===== src/hdl/c_subset_lexer_unit_defines.svh =====
// ----------------------------------------------------------------------------
// c_subset_lexer_unit_defines
// Assertion macros shared by the lexer RTL files.
// ----------------------------------------------------------------------------
`ifndef C_SUBSET_LEXER_UNIT_DEFINES_SVH
`define C_SUBSET_LEXER_UNIT_DEFINES_SVH

// The condition holds at every rising clock edge outside reset.
`define CSL_ASSERT_ALWAYS(label, clk, rstn, cond, msg) \
    label: assert property (@(posedge clk) disable iff (!rstn) (cond)) else $error(msg);

// The consequent holds in the same cycle as the antecedent.
`define CSL_ASSERT_IMPLY(label, clk, rstn, ante, cons, msg) \
    label: assert property (@(posedge clk) disable iff (!rstn) (ante) |-> (cons)) \
        else $error(msg);

// The consequent holds in the cycle after the antecedent.
`define CSL_ASSERT_NEXT(label, clk, rstn, ante, cons, msg) \
    label: assert property (@(posedge clk) disable iff (!rstn) (ante) |=> (cons)) \
        else $error(msg);

`endif


===== src/hdl/csl_pkg.sv =====
// ----------------------------------------------------------------------------
// csl_pkg
// Types, codes and character tables of the C subset lexer.
// ----------------------------------------------------------------------------
`default_nettype none

package csl_pkg;

    localparam int POSITION_BITS_DEFAULT = 16;
    localparam int LENGTH_BITS_DEFAULT   = 8;

    // Result field widths.
    localparam int KIND_BITS   = 3;
    localparam int SUB_BITS    = 3;
    localparam int START_BITS  = 16;
    localparam int TLEN_BITS   = 8;
    localparam int ERR_BITS    = 2;

    // Stream widths.
    localparam int S_TDATA_BITS = 8;
    localparam int S_TUSER_BITS = 1;
    localparam int M_TDATA_BITS = 32;
    localparam int M_TUSER_BITS = KIND_BITS + SUB_BITS;
    localparam int M_PAD_BITS   = M_TDATA_BITS - START_BITS - TLEN_BITS - ERR_BITS;

    // Output queue.
    localparam int QDEPTH      = 4;
    localparam int QPTR_BITS   = $clog2(QDEPTH);
    localparam int QCOUNT_BITS = $clog2(QDEPTH + 1);

    localparam logic [TLEN_BITS-1:0] TOKEN_LEN_MAX = '1;

    typedef enum logic [1:0] {
        MODE_IDLE,
        MODE_WORD,
        MODE_NUM,
        MODE_STR
    } lex_mode_t;

    localparam logic [KIND_BITS-1:0] KIND_KEYWORD  = 3'd0;
    localparam logic [KIND_BITS-1:0] KIND_IDENT    = 3'd1;
    localparam logic [KIND_BITS-1:0] KIND_LITERAL  = 3'd2;
    localparam logic [KIND_BITS-1:0] KIND_OPERATOR = 3'd3;
    localparam logic [KIND_BITS-1:0] KIND_DELIM    = 3'd4;

    localparam logic [SUB_BITS-1:0] SUB_NONE   = 3'd0;
    localparam logic [SUB_BITS-1:0] SUB_INT    = 3'd0;
    localparam logic [SUB_BITS-1:0] SUB_FLOAT  = 3'd1;
    localparam logic [SUB_BITS-1:0] SUB_STRING = 3'd2;

    localparam logic [ERR_BITS-1:0] ERR_NONE       = 2'd0;
    localparam logic [ERR_BITS-1:0] ERR_SECOND_DOT = 2'd1;
    localparam logic [ERR_BITS-1:0] ERR_OPEN_STR   = 2'd2;

    // Keywords, right aligned, one byte per character.
    localparam int PREFIX_CHARS = 6;
    localparam int PREFIX_BITS  = 8 * PREFIX_CHARS;
    localparam int NUM_KW       = 6;

    localparam logic [PREFIX_BITS-1:0] KW_TEXT [NUM_KW] = '{
        48'h0000_6C6F_6E67,   // long
        48'h0062_7265_616B,   // break
        48'h0000_0000_646F,   // do
        48'h0077_6869_6C65,   // while
        48'h0066_6C6F_6174,   // float
        48'h7072_696E_7466    // printf
    };
    localparam logic [2:0] KW_LEN [NUM_KW] = '{3'd4, 3'd5, 3'd2, 3'd5, 3'd5, 3'd6};

    localparam int NUM_SINGLE = 6;
    localparam logic [7:0] OP_CHARS  [NUM_SINGLE] = '{8'h2B, 8'h2D, 8'h2A, 8'h2F, 8'h3D, 8'h3E};
    localparam logic [7:0] DEL_CHARS [NUM_SINGLE] = '{8'h29, 8'h28, 8'h2C, 8'h3B, 8'h7B, 8'h7D};

    localparam logic [7:0] CHAR_DOT        = 8'h2E;
    localparam logic [7:0] CHAR_UNDERSCORE = 8'h5F;
    localparam logic [7:0] CHAR_QUOTE      = 8'h22;

    typedef struct packed {
        logic [KIND_BITS-1:0]  kind;
        logic [SUB_BITS-1:0]   subtype;
        logic [START_BITS-1:0] start;
        logic [TLEN_BITS-1:0]  length;
        logic [ERR_BITS-1:0]   err;
    } token_t;

    // Up to two tokens from one character; tok0 comes first.
    typedef struct packed {
        logic [1:0] count;
        token_t     tok0;
        token_t     tok1;
    } scan_out_t;

endpackage

`default_nettype wire


===== src/hdl/c_subset_lexer_unit.sv =====
// ----------------------------------------------------------------------------
// c_subset_lexer_unit
// Streaming tokenizer for a small C subset.
//
// Characters arrive one per beat on the s_ channel; s_tuser[0] marks the end
// of a text, which flushes any pending token and restarts position counting.
// Tokens leave on the m_ channel, one per beat, with m_tlast on the final
// token caused by an input beat. A character gives zero, one or two tokens.
// Tokens are written into a registered output queue and leave from its head.
// Throughput: one character per cycle while the receiver keeps up; a
// character giving two tokens needs two output beats, and the four-entry
// output queue absorbs these until it holds more than two tokens, when
// s_tready drops. When the receiver stalls, queued tokens hold and the input
// keeps being taken until the queue is that full.
// Reset (aresetn low, synchronous) empties the queue and returns the lexer
// to idle at position zero with the error lock clear.
// ----------------------------------------------------------------------------
`default_nettype none

module c_subset_lexer_unit #(
    parameter int POSITION_BITS = csl_pkg::POSITION_BITS_DEFAULT,
    parameter int LENGTH_BITS   = csl_pkg::LENGTH_BITS_DEFAULT
) (
    input  wire logic                             aclk,
    input  wire logic                             aresetn,
    input  wire logic                             s_tvalid,
    output logic                                  s_tready,
    input  wire logic [csl_pkg::S_TDATA_BITS-1:0] s_tdata,   // char_code
    input  wire logic [csl_pkg::S_TUSER_BITS-1:0] s_tuser,   // end_of_text
    output logic                                  m_tvalid,
    input  wire logic                             m_tready,
    // start_position [15:0], token_length [23:16], error_code [25:24], zeros
    output logic [csl_pkg::M_TDATA_BITS-1:0]      m_tdata,
    // token_kind [2:0], token_subtype [5:3]
    output logic [csl_pkg::M_TUSER_BITS-1:0]      m_tuser,
    output logic                                  m_tlast
);
    import csl_pkg::*;

    `include "c_subset_lexer_unit_defines.svh"

    scan_out_t              scan_out;
    logic                   take, pop;
    logic [QPTR_BITS-1:0]   wr_ptr_reg, wr_ptr_next;
    logic [QPTR_BITS-1:0]   rd_ptr_reg, rd_ptr_next;
    logic [QCOUNT_BITS-1:0] q_count_reg, q_count_next;
    logic [1:0]             push_n;
    token_t                 q_tok_reg  [QDEPTH];
    logic                   q_last_reg [QDEPTH];
    token_t                 head;

    assign s_tready = (q_count_reg <= QCOUNT_BITS'(QDEPTH - 2));
    assign take     = s_tvalid && s_tready;
    assign pop      = m_tvalid && m_tready;

    csl_scan #(
        .POSITION_BITS (POSITION_BITS),
        .LENGTH_BITS   (LENGTH_BITS)
    ) u_scan (
        .aclk        (aclk),
        .aresetn     (aresetn),
        .take        (take),
        .char_code   (s_tdata[7:0]),
        .end_of_text (s_tuser[0]),
        .scan_out    (scan_out)
    );

    always_comb begin
        push_n       = take ? scan_out.count : 2'd0;
        wr_ptr_next  = wr_ptr_reg + QPTR_BITS'(push_n);
        rd_ptr_next  = rd_ptr_reg + QPTR_BITS'(pop);
        q_count_next = q_count_reg + QCOUNT_BITS'(push_n) - QCOUNT_BITS'(pop);
    end

    always_ff @(posedge aclk) begin
        if (!aresetn) begin
            wr_ptr_reg  <= '0;
            rd_ptr_reg  <= '0;
            q_count_reg <= '0;
        end else begin
            wr_ptr_reg  <= wr_ptr_next;
            rd_ptr_reg  <= rd_ptr_next;
            q_count_reg <= q_count_next;
        end
    end

    // Queue payload; the last flag goes on the final token of the beat.
    always_ff @(posedge aclk) begin
        if (push_n != 2'd0) begin
            q_tok_reg[wr_ptr_reg]  <= scan_out.tok0;
            q_last_reg[wr_ptr_reg] <= (push_n == 2'd1);
        end
        if (push_n == 2'd2) begin
            q_tok_reg[wr_ptr_reg + QPTR_BITS'(1)]  <= scan_out.tok1;
            q_last_reg[wr_ptr_reg + QPTR_BITS'(1)] <= 1'b1;
        end
    end

    assign head     = q_tok_reg[rd_ptr_reg];
    assign m_tvalid = (q_count_reg != '0);
    assign m_tdata  = {M_PAD_BITS'(0), head.err, head.length, head.start};
    assign m_tuser  = {head.subtype, head.kind};
    assign m_tlast  = q_last_reg[rd_ptr_reg];

    `CSL_ASSERT_ALWAYS(a_q_bound, aclk, aresetn, q_count_reg <= QCOUNT_BITS'(QDEPTH), "output queue overflow")
    `CSL_ASSERT_NEXT(a_push_shows, aclk, aresetn, take && (scan_out.count != 2'd0), m_tvalid, "queued token not offered")
    `CSL_ASSERT_NEXT(a_pop_drains, aclk, aresetn, pop && !take, q_count_reg == $past(q_count_reg) - QCOUNT_BITS'(1), "queue count lost a beat")

endmodule

`default_nettype wire


===== src/hdl/csl_scan.sv =====
// ----------------------------------------------------------------------------
// csl_scan
// Lexer state registers and the per-character scanning logic.
// ----------------------------------------------------------------------------
`default_nettype none

module csl_scan #(
    parameter int POSITION_BITS = csl_pkg::POSITION_BITS_DEFAULT,
    parameter int LENGTH_BITS   = csl_pkg::LENGTH_BITS_DEFAULT
) (
    input  wire logic               aclk,
    input  wire logic               aresetn,
    input  wire logic               take,
    input  wire logic [7:0]         char_code,
    input  wire logic               end_of_text,
    output csl_pkg::scan_out_t      scan_out
);
    import csl_pkg::*;

    `include "c_subset_lexer_unit_defines.svh"

    lex_mode_t                mode_reg,   mode_next;
    logic [PREFIX_BITS-1:0]   prefix_reg, prefix_next;
    logic [LENGTH_BITS-1:0]   len_reg,    len_next;
    logic                     dot_reg,    dot_next;
    logic [POSITION_BITS-1:0] start_reg,  start_next;
    logic [POSITION_BITS-1:0] pos_reg,    pos_next;
    logic                     lock_reg,   lock_next;

    logic                   is_digit, is_alpha, is_ident;
    logic                   op_hit, del_hit;
    logic [SUB_BITS-1:0]    op_idx, del_idx;
    logic                   kw_hit;
    logic [SUB_BITS-1:0]    kw_idx;
    logic [LENGTH_BITS-1:0] len_grow;
    logic [START_BITS-1:0]  start16, pos16;
    token_t                 word_tok, num_tok;
    token_t                 flush_tok, idle_tok;
    logic                   flush_valid, idle_valid, run_idle;

    function automatic logic [TLEN_BITS-1:0] sat_len(input logic [LENGTH_BITS-1:0] v);
        logic [TLEN_BITS-1:0] r;
        if (16'(v) > 16'(TOKEN_LEN_MAX)) begin
            r = TOKEN_LEN_MAX;
        end else begin
            r = TLEN_BITS'(v);
        end
        return r;
    endfunction

    function automatic token_t make_tok(input logic [KIND_BITS-1:0] kind,
                                        input logic [SUB_BITS-1:0] sub,
                                        input logic [START_BITS-1:0] start,
                                        input logic [TLEN_BITS-1:0] len,
                                        input logic [ERR_BITS-1:0] err);
        token_t t;
        t.kind    = kind;
        t.subtype = sub;
        t.start   = start;
        t.length  = len;
        t.err     = err;
        return t;
    endfunction

    // Character classes and one-character token lookup.
    always_comb begin
        is_digit = (char_code >= 8'h30) && (char_code <= 8'h39);
        is_alpha = ((char_code >= 8'h61) && (char_code <= 8'h7A))
                || ((char_code >= 8'h41) && (char_code <= 8'h5A));
        is_ident = is_alpha || is_digit || (char_code == CHAR_UNDERSCORE);
        op_hit  = 1'b0;
        op_idx  = '0;
        del_hit = 1'b0;
        del_idx = '0;
        for (int i = 0; i < NUM_SINGLE; i++) begin
            if (char_code == OP_CHARS[i]) begin
                op_hit = 1'b1;
                op_idx = SUB_BITS'(i);
            end
            if (char_code == DEL_CHARS[i]) begin
                del_hit = 1'b1;
                del_idx = SUB_BITS'(i);
            end
        end
    end

    // Tokens that the pending word or number would give if it ended now.
    always_comb begin
        kw_hit = 1'b0;
        kw_idx = '0;
        for (int i = 0; i < NUM_KW; i++) begin
            if (!kw_hit && (len_reg == LENGTH_BITS'(KW_LEN[i]))
                    && (prefix_reg == KW_TEXT[i])) begin
                kw_hit = 1'b1;
                kw_idx = SUB_BITS'(i);
            end
        end
        start16  = START_BITS'(start_reg);
        pos16    = START_BITS'(pos_reg);
        len_grow = (len_reg == '1) ? len_reg : len_reg + LENGTH_BITS'(1);
        word_tok = kw_hit ? make_tok(KIND_KEYWORD, kw_idx, start16, sat_len(len_reg), ERR_NONE)
                          : make_tok(KIND_IDENT, SUB_NONE, start16, sat_len(len_reg), ERR_NONE);
        num_tok  = make_tok(KIND_LITERAL, dot_reg ? SUB_FLOAT : SUB_INT, start16,
                            sat_len(len_reg), ERR_NONE);
    end

    always_comb begin
        mode_next   = mode_reg;
        prefix_next = prefix_reg;
        len_next    = len_reg;
        dot_next    = dot_reg;
        start_next  = start_reg;
        pos_next    = pos_reg + POSITION_BITS'(1);
        lock_next   = lock_reg;
        flush_valid = 1'b0;
        flush_tok   = '0;
        idle_valid  = 1'b0;
        idle_tok    = '0;
        run_idle    = 1'b0;

        if (end_of_text) begin
            unique case (mode_reg)
                MODE_IDLE: begin
                end
                MODE_WORD: begin
                    flush_valid = 1'b1;
                    flush_tok   = word_tok;
                end
                MODE_NUM: begin
                    flush_valid = 1'b1;
                    flush_tok   = num_tok;
                end
                MODE_STR: begin
                    flush_valid = 1'b1;
                    flush_tok   = make_tok(KIND_LITERAL, SUB_STRING, start16,
                                           sat_len(len_reg), ERR_OPEN_STR);
                end
            endcase
            mode_next   = MODE_IDLE;
            len_next    = '0;
            dot_next    = 1'b0;
            prefix_next = '0;
            lock_next   = 1'b0;
            pos_next    = '0;
        end else if (!lock_reg) begin
            unique case (mode_reg)
                MODE_STR: begin
                    len_next = len_grow;
                    if (char_code == CHAR_QUOTE) begin
                        flush_valid = 1'b1;
                        flush_tok   = make_tok(KIND_LITERAL, SUB_STRING, start16,
                                               sat_len(len_grow), ERR_NONE);
                        mode_next   = MODE_IDLE;
                    end
                end
                MODE_WORD: begin
                    if (is_ident) begin
                        if (len_reg < LENGTH_BITS'(PREFIX_CHARS)) begin
                            prefix_next = {prefix_reg[PREFIX_BITS-9:0], char_code};
                        end
                        len_next = len_grow;
                    end else begin
                        flush_valid = 1'b1;
                        flush_tok   = word_tok;
                        mode_next   = MODE_IDLE;
                        run_idle    = 1'b1;
                    end
                end
                MODE_NUM: begin
                    if (is_digit) begin
                        len_next = len_grow;
                    end else if (char_code == CHAR_DOT) begin
                        if (dot_reg) begin
                            flush_valid = 1'b1;
                            flush_tok   = make_tok(KIND_LITERAL, SUB_FLOAT, start16,
                                                   sat_len(len_reg), ERR_SECOND_DOT);
                            mode_next   = MODE_IDLE;
                            lock_next   = 1'b1;
                        end else begin
                            dot_next = 1'b1;
                            len_next = len_grow;
                        end
                    end else begin
                        flush_valid = 1'b1;
                        flush_tok   = num_tok;
                        mode_next   = MODE_IDLE;
                        run_idle    = 1'b1;
                    end
                end
                MODE_IDLE: begin
                    run_idle = 1'b1;
                end
            endcase

            // The character as seen from idle: start a token, emit a single one or skip it.
            if (run_idle) begin
                priority if (is_digit || is_alpha || (char_code == CHAR_UNDERSCORE)
                             || (char_code == CHAR_QUOTE)) begin
                    start_next  = pos_reg;
                    len_next    = LENGTH_BITS'(1);
                    dot_next    = 1'b0;
                    prefix_next = '0;
                    if (is_digit) begin
                        mode_next = MODE_NUM;
                    end else if (char_code == CHAR_QUOTE) begin
                        mode_next = MODE_STR;
                    end else begin
                        mode_next   = MODE_WORD;
                        prefix_next = PREFIX_BITS'(char_code);
                    end
                end else if (del_hit) begin
                    idle_valid = 1'b1;
                    idle_tok   = make_tok(KIND_DELIM, del_idx, pos16, TLEN_BITS'(1), ERR_NONE);
                end else if (op_hit) begin
                    idle_valid = 1'b1;
                    idle_tok   = make_tok(KIND_OPERATOR, op_idx, pos16, TLEN_BITS'(1), ERR_NONE);
                end else begin
                    // Whitespace and unknown bytes are skipped.
                end
            end
        end

        scan_out.count = {1'b0, flush_valid} + {1'b0, idle_valid};
        scan_out.tok0  = flush_valid ? flush_tok : idle_tok;
        scan_out.tok1  = idle_tok;
    end

    always_ff @(posedge aclk) begin
        if (!aresetn) begin
            mode_reg   <= MODE_IDLE;
            prefix_reg <= '0;
            len_reg    <= '0;
            dot_reg    <= 1'b0;
            start_reg  <= '0;
            pos_reg    <= '0;
            lock_reg   <= 1'b0;
        end else if (take) begin
            mode_reg   <= mode_next;
            prefix_reg <= prefix_next;
            len_reg    <= len_next;
            dot_reg    <= dot_next;
            start_reg  <= start_next;
            pos_reg    <= pos_next;
            lock_reg   <= lock_next;
        end
    end

    `CSL_ASSERT_IMPLY(a_lock_idle, aclk, aresetn, lock_reg, mode_reg == MODE_IDLE, "error lock outside idle")
    `CSL_ASSERT_IMPLY(a_pending_len, aclk, aresetn, mode_reg != MODE_IDLE, len_reg != '0, "pending token with zero length")
    `CSL_ASSERT_IMPLY(a_pair_order, aclk, aresetn, scan_out.count == 2'd2, (scan_out.tok0.kind != KIND_OPERATOR) && (scan_out.tok0.kind != KIND_DELIM), "single character token placed first")

endmodule

`default_nettype wire


===== config.mk =====
export PLATFORM = sky130hd
export DESIGN_NAME = c_subset_lexer_unit
export DESIGN_NICKNAME = d
export VERILOG_FILES = /design/src/hdl/csl_pkg.sv /design/src/hdl/c_subset_lexer_unit.sv /design/src/hdl/csl_scan.sv
export VERILOG_INCLUDE_DIRS = /design/src /design/src/hdl
export SDC_FILE = /design/constraint.sdc
export NUM_CORES = 1
export LEC_CHECK = 0
export BUFFER_PORTS_ARGS = -buffer_cell sky130_fd_sc_hd__clkbuf_2
export CAP_MARGIN = 10
export CORE_MARGIN = 1.5
export CORE_UTILIZATION = 55
export CTS_CLUSTER_SIZE = 10
export DETAILED_ROUTE_END_ITERATION = 10
export PLACE_DENSITY = 0.76
export SLEW_MARGIN = 20
export SYNTH_ARGS = -nofsm -noshare
export SYNTH_HDL_FRONTEND = slang
export SYNTH_SLANG_ARGS = --single-unit

===== constraint.sdc =====
create_clock -name aclk -period 12.54 [get_ports aclk]
set_input_delay 1.254 -clock aclk [delete_from_list [all_inputs] [get_ports aclk]]
set_output_delay 1.254 -clock aclk [all_outputs]
set_load 0.05 [all_outputs]

==> out/metrics.yaml, run 1 <==
first_pass_iters: 6
h-tree-depth: 1
chipHeight_um: 148
max_cap_violations: 0
whs_path_depth: 2
drive_gt1_share_pct: 14.0
crit_fanout: 69
grt_pass1_vias: 8986
power.leakage_nw: 4.22
place.gp.congestion: 0.984
worst-path-stages: 13
syn_inst: 1079
tightest_slew_ps: 1120
setup_viol: 0
switchingPower_uw: 544
wire_per_inst_um: 22.1
critPathMostFrequentCell: "and3_1"
pwr-share-clk_pct: 37.7
yosysSeqAreaShare_pct: 47.9
path_clk_slew_ps: 60
syn_area_um2: 11600
grtUsageTotal_pct: 28.1
drt_iter0_markers: 1003
antenna_found_initial: 1
max_slew_margin_pct: 25.5
portBuffers: 47
holdCritPathClass: "flip-flop to flip-flop"
layout.cells.most_common_list: "dfxtp_1 (138), nand2_1 (116), edfxtp_1 (92)"
layout_commonest_cell: "dfxtp_1"
fp.dieW_um: 148
postCtsResizedCells: 0
synth_edf_count: 92
ctsRootBufferMaster: "clkbuf_16"
nNetsFinal: 1104
avgSynthCellArea_um2: 10.7
ys_warn_count: 0
worstSkewPairLatency_ps: 530
cp-start-kind: "input port"
synthArstFlopShare_pct: 0
n_fill_cell: 1676
synth_cell_types: 92
whs_ps: 454
cts_tree: "done"
die_area_um2: 21900
overflow: 0
areaGrowthSynthToFinish_pct: 8.81
clock-sinks: 231
dpl.hpwl_um: 20300
crit_family: "simple AND/OR/NAND/NOR gates"
worstPathCellList: "clkbuf_2 -> and4b_1 -> o31ai_4 -> o22a_1 -> o221ai_2 -> or3b_1 -> nand2_4 -> ha_1 -> or2_2 -> and3_1 -> and3_1 -> nor2_1 -> inv_1"
drv_slew: 0
fmax_ghz: 0.165
totalWireLength_um: 30200
required_ps: 12640
grt_pass1_wl_um: 49000
p_per_area_nw_per_um2: 146
combPwrFrac_pct: 18.9
fin_setup_tns_ps: 0
hold_viol: 0
finClkSkew_ps: 7.79
r2r_cells: 9
swShare_pct: 29.6
num_vias: 9273
ys.flop_type: "dfxtp_1"
rsz0062_at_grt: "no"
max_stage_delay_ps: 660
ir_drop_v: 0.000114
antenna_left: 0
largest_reg_flops: 128
status: "finished clean"
rows: 52
fin_crit_ps: 6070
internal-power_mw: 1.30
ys_ff_latch: 231
utilization_pct: 61.6
drcViolationCount: 0
cp_slowest_cell: "inv_1"
critical_path_buf_inv_count: 2
cts_buffers: 27
ioPinCount: 54
core_um2: 20400
postCtsSetupBuffers: 0
p_seq_share_pct: 43.4
power_mw: 1.84
critical_path_class: "input port to flip-flop"
min_period_over_period_pct: 48.4
grt_max_degree: 70
cts_buffer_depth: 3
ctsHoldBuffers: 0
insertedDiodeCount: 0
via_per_inst: 6.79
crit_path_end_kind: "flip-flop"
initial_utilization_pct: 56.6
arrival_ps: 6170
-- power groups by stage --
stage                     Clock, mW  Sequential, mW  Combinational (mW)
after CTS                     0.701           0.799               0.347
after global routing          0.733           0.800               0.372
final                         0.695           0.799               0.348
after global placement            0           0.814               0.343
after floorplan                   0           0.807               0.284
after detailed placement          0           0.815               0.345
-- cells by family after synthesis --
| logic type | synth area share [%] |
|---|---|
| buffers and inverters | 4.39 |
| AND/OR/NAND/NOR | 15.9 |
| flip-flops | 47.9 |
| multiplexers | 6.43 |
| AO/OA/AOI/OAI | 22.4 |
| adder cells (fa/ha/maj) | 1.36 |
| other | 0.0324 |
| XOR/XNOR | 1.51 |
-- metal layers --
metal | global-route usage [%] | wire [um] | part of all wire [%] | up-vias
met5 | 0 | 0 | 0 | -
met4 | 8.81 | 750 | 2.5 | 0
met3 | 5.37 | 3060 | 10 | 79
met2 | 43.4 | 13500 | 45 | 511
met1 | 40.1 | 12900 | 43 | 4477
li1 | - | - | - | 4206
-- worst min-delay path, cell delays in order, from the launching register on --
cell and delay (ps):
dfxtp_1 320, nand2_1 50, o31ai_1 50
-- synth_stat cells (9+ instances only) --
cell	number	area share, %
dfxtp_1	139	24
nand2_1	116	3.8
edfxtp_1	92	24
a32o_1	65	5.6
a22o_1	63	4.8
nor2_1	59	1.9
clkbuf_1	46	1.5
o21ai_0	36	1.6
mux4_2	33	6.4
nor3_1	28	1.2
a21oi_1	26	1.1
buf_2	25	1.1
nand3_1	22	0.95
o22ai_1	21	1.1
inv_1	19	0.62
and2_1	18	0.97
nand4_1	17	0.92
or3_1	14	0.76
xor2_1	14	1.1
ha_1	11	1.2
a21boi_1	10	0.65
buf_4	10	0.65
nor2b_1	9	0.49
-- per-stage QoR --
| stage | instance area, um2 | instances | worst slack (ps) |
|---|---|---|---|
| after floorplan | 11600 | 1084 | 7200 |
| after global placement | 11800 | 1319 | 6240 |
| after detailed placement | 11800 | 1319 | 6030 |
| after CTS | 12600 | 1364 | 6560 |
| after global routing | 12600 | 1365 | 6160 |
| final | 12600 | 1365 | 6470 |
-- cell type report --
cell class                 count  area (um2)  share of cell area, %
clock buffer                  42         742                   5.90
clock inverter                 3        18.8                  0.149
sequential                   231        5550                   44.1
inverter                      20        75.1                  0.597
timing repair buffer          55         315                   2.51
multi-input combinational    744        5550                   44.1
tap                          270         338                   2.68
-- final timing paths --
kind	to	slack, ps	start
worst max-delay path	q_tok_reg[3][28]	6470	s_tdata[2]
worst min-delay path	q_tok_reg[3][3]	450	q_tok_reg[3][3]
worst min register to register	q_tok_reg[3][3]	450	q_tok_reg[3][3]
worst max register to register	q_tok_reg[3][28]	7160	u_scan.mode_reg[0]
Note: power is estimated with default switching activity, not from simulation.
==> inputs of run 2 (changes only) <==
--- a/config.mk
+++ b/config.mk
@@ -12,7 +12,7 @@
 export CORE_UTILIZATION = 55
 export CTS_CLUSTER_SIZE = 10
 export DETAILED_ROUTE_END_ITERATION = 10
-export PLACE_DENSITY = 0.76
+export PLACE_DENSITY = 0.78
 export SLEW_MARGIN = 20
 export SYNTH_ARGS = -nofsm -noshare
 export SYNTH_HDL_FRONTEND = slang
==> constraint.sdc (replaced) <==
create_clock -name aclk -period 5.3 [get_ports aclk]
set_input_delay 0.53 -clock aclk [delete_from_list [all_inputs] [get_ports aclk]]
set_output_delay 0.53 -clock aclk [all_outputs]
set_load 0.05 [all_outputs]
==> out/metrics.yaml, run 2 (same netlist as run 1, synthesis figures left out) <==
grt_max_degree: 69  # -1.4%
chipHeight_um: 148  # unchanged
via_per_inst: 6.76  # -0.49%
max_slew_margin_pct: 23.2  # -2.3 points
combPwrFrac_pct: 18.6  # -0.3 points
finClkSkew_ps: 14.4  # +6.66 ps
antenna_found_initial: 1  # unchanged
wire_per_inst_um: 21.9  # -0.75%
drv_slew: 0  # unchanged
nNetsFinal: 1115  # +1.0%
layout.cells.most_common_list: "dfxtp_1 (138), nand2_1 (116), edfxtp_1 (92)"
initial_utilization_pct: 56.6  # unchanged
overflow: 0  # unchanged
grt_pass1_wl_um: 48400  # -1.3%
fp.dieW_um: 148  # unchanged
dpl.hpwl_um: 20100  # -0.95%
grt_pass1_vias: 8910  # -0.85%
fin_crit_ps: 4730
swShare_pct: 29.1  # -0.49 points
power.leakage_nw: 4.27  # +1.1%
n_fill_cell: 1652  # -1.4%
cts_buffers: 27  # unchanged
worstSkewPairLatency_ps: 530  # about the same
crit_path_end_kind: "flip-flop"
cp-start-kind: "flip-flop"
layout_commonest_cell: "dfxtp_1"
postCtsSetupBuffers: 0  # unchanged
hp-start: "s_tdata[5]"
clock-sinks: 231  # unchanged
setup_viol: 0  # unchanged
cts_tree: "done"
num_vias: 9309  # +0.39%
reg2reg_to: "q_tok_reg[0][13]"
totalWireLength_um: 30200  # +0.12%
whs_path_depth: 2  # unchanged
arrival_ps: 4860  # -1310 ps
pwr-share-clk_pct: 38.1  # +0.4 points
die_area_um2: 21900  # unchanged
p_seq_share_pct: 43.3  # about the same
status: "finished clean"
h-tree-depth: 1  # unchanged
core_um2: 20400  # unchanged
whs_endpoint: "u_scan.prefix_reg[5]"
r2r_cells: 12  # +3
first_pass_iters: 5  # -1
tightest_slew_ps: 1150  # +35.0 ps
grtUsageTotal_pct: 27.8  # -0.26 points
internal-power_mw: 3.10  # +140%
rsz0062_at_grt: "no"
required_ps: 5430  # -7210 ps
drt_iter0_markers: 1001  # -0.20%
ctsHoldBuffers: 0  # unchanged
ctsRootBufferMaster: "clkbuf_16"
ioPinCount: 54  # unchanged
path_clk_slew_ps: 50  # about the same
p_per_area_nw_per_um2: 346  # +140%
power_mw: 4.37  # +140%
rows: 52  # unchanged
antenna_left: 0  # unchanged
min_period_over_period_pct: 89.2
postCtsResizedCells: 0  # unchanged
areaGrowthSynthToFinish_pct: 9.43
portBuffers: 47  # unchanged
r2r_setup_slack_ps: 570  # -6590 ps
utilization_pct: 62.0  # +0.36 points
largest_reg_flops: 128  # unchanged
ir_drop_v: 0.000296  # +160%
switchingPower_mw: 1.27  # +130%
crit_fanout: 23  # -67%
drcViolationCount: 0  # unchanged
place.gp.congestion: 0.961  # -2.4%
hold_viol: 0  # unchanged
cts_buffer_depth: 3  # unchanged
fmax_ghz: 0.211
fin_setup_tns_ps: 0  # unchanged
drive_gt1_share_pct: 14.7  # +0.77 points
holdCritPathClass: "input port to flip-flop"
r2r_start: "u_scan.mode_reg[1]"
max_cap_violations: 0  # unchanged
critical_path_class: "flip-flop to flip-flop"
## run 2: changes by cell type in the layout (fill, tap and decap cells not counted)
cell and change:
clkinv_2 -1, clkbuf_8 -1, clkbuf_1 +1, diode_2 +1, o21ai_2 +1, buf_16 -1, bufinv_16 +1, buf_4 +12
o21ai_4 -1
## run 2: routing by layer
layer / global-route usage [%] / up-vias / routed length, um
li1: - / 4228 / -
met1: 39.6 / 4505 / 12800
met2: 43.7 / 507 / 13800
met3: 3.98 / 69 / 3030
met4: 9.46 / 0 / 636
met5: 0 / - / 0
## run 2: final cells by class
type	instances	area [um2]	share of cell area [%]
clock inverter	3	43.8	0.346
timing repair buffer	66	378	2.99
sequential	231	5550	43.8
multi-input combinational	744	5540	43.8
antenna	1	2.50	0.0198
inverter	20	75.1	0.593
tap	270	338	2.67
clock buffer	42	732	5.78
## run 2: stage by stage
step | instances | area (um2) | setup slack, ps | hold WS, ps
2_1_floorplan | 1084 | 11600 | 688 | 420
3_3_place_gp | 1331 | 11900 | 442 | 428
3_5_place_dp | 1331 | 11900 | 232 | 440
4_1_cts | 1376 | 12700 | 734 | 342
5_1_grt | 1376 | 12700 | 442 | 378
6_report | 1377 | 12700 | 571 | 352
## run 2: critical path: stages (launching register included)
cell      delay, ps
dfxtp_1         570
inv_1           310
nor2_1          290
nand3_1         120
a31o_1          260
o311ai_2        100
inv_2           200
ha_1            410
nor3b_1         430
buf_4           200
nand3_1         190
and2_1          400
inv_1           840
## run 2: worst max-delay path by stage
stage	startpoint	to	slack, ps
detailed placement	s_tdata[2]	q_tok_reg[0][15]	230
global placement	s_tdata[2]	q_tok_reg[0][15]	440
finish	u_scan.mode_reg[1]	q_tok_reg[0][13]	570
CTS	u_scan.mode_reg[1]	q_tok_reg[0][17]	730
floorplan	s_tdata[2]	q_tok_reg[3][10]	690
global route	s_tdata[2]	q_tok_reg[0][17]	440
## run 2: power by group through the flow
stage | combinational [mW] | clock (mW) | sequential [mW]
floorplan | 0.671 | 0 | 1.91
global placement | 0.810 | 0 | 1.93
detailed placement | 0.816 | 0 | 1.93
CTS | 0.819 | 1.68 | 1.89
global route | 0.869 | 1.74 | 1.90
finish | 0.814 | 1.67 | 1.89
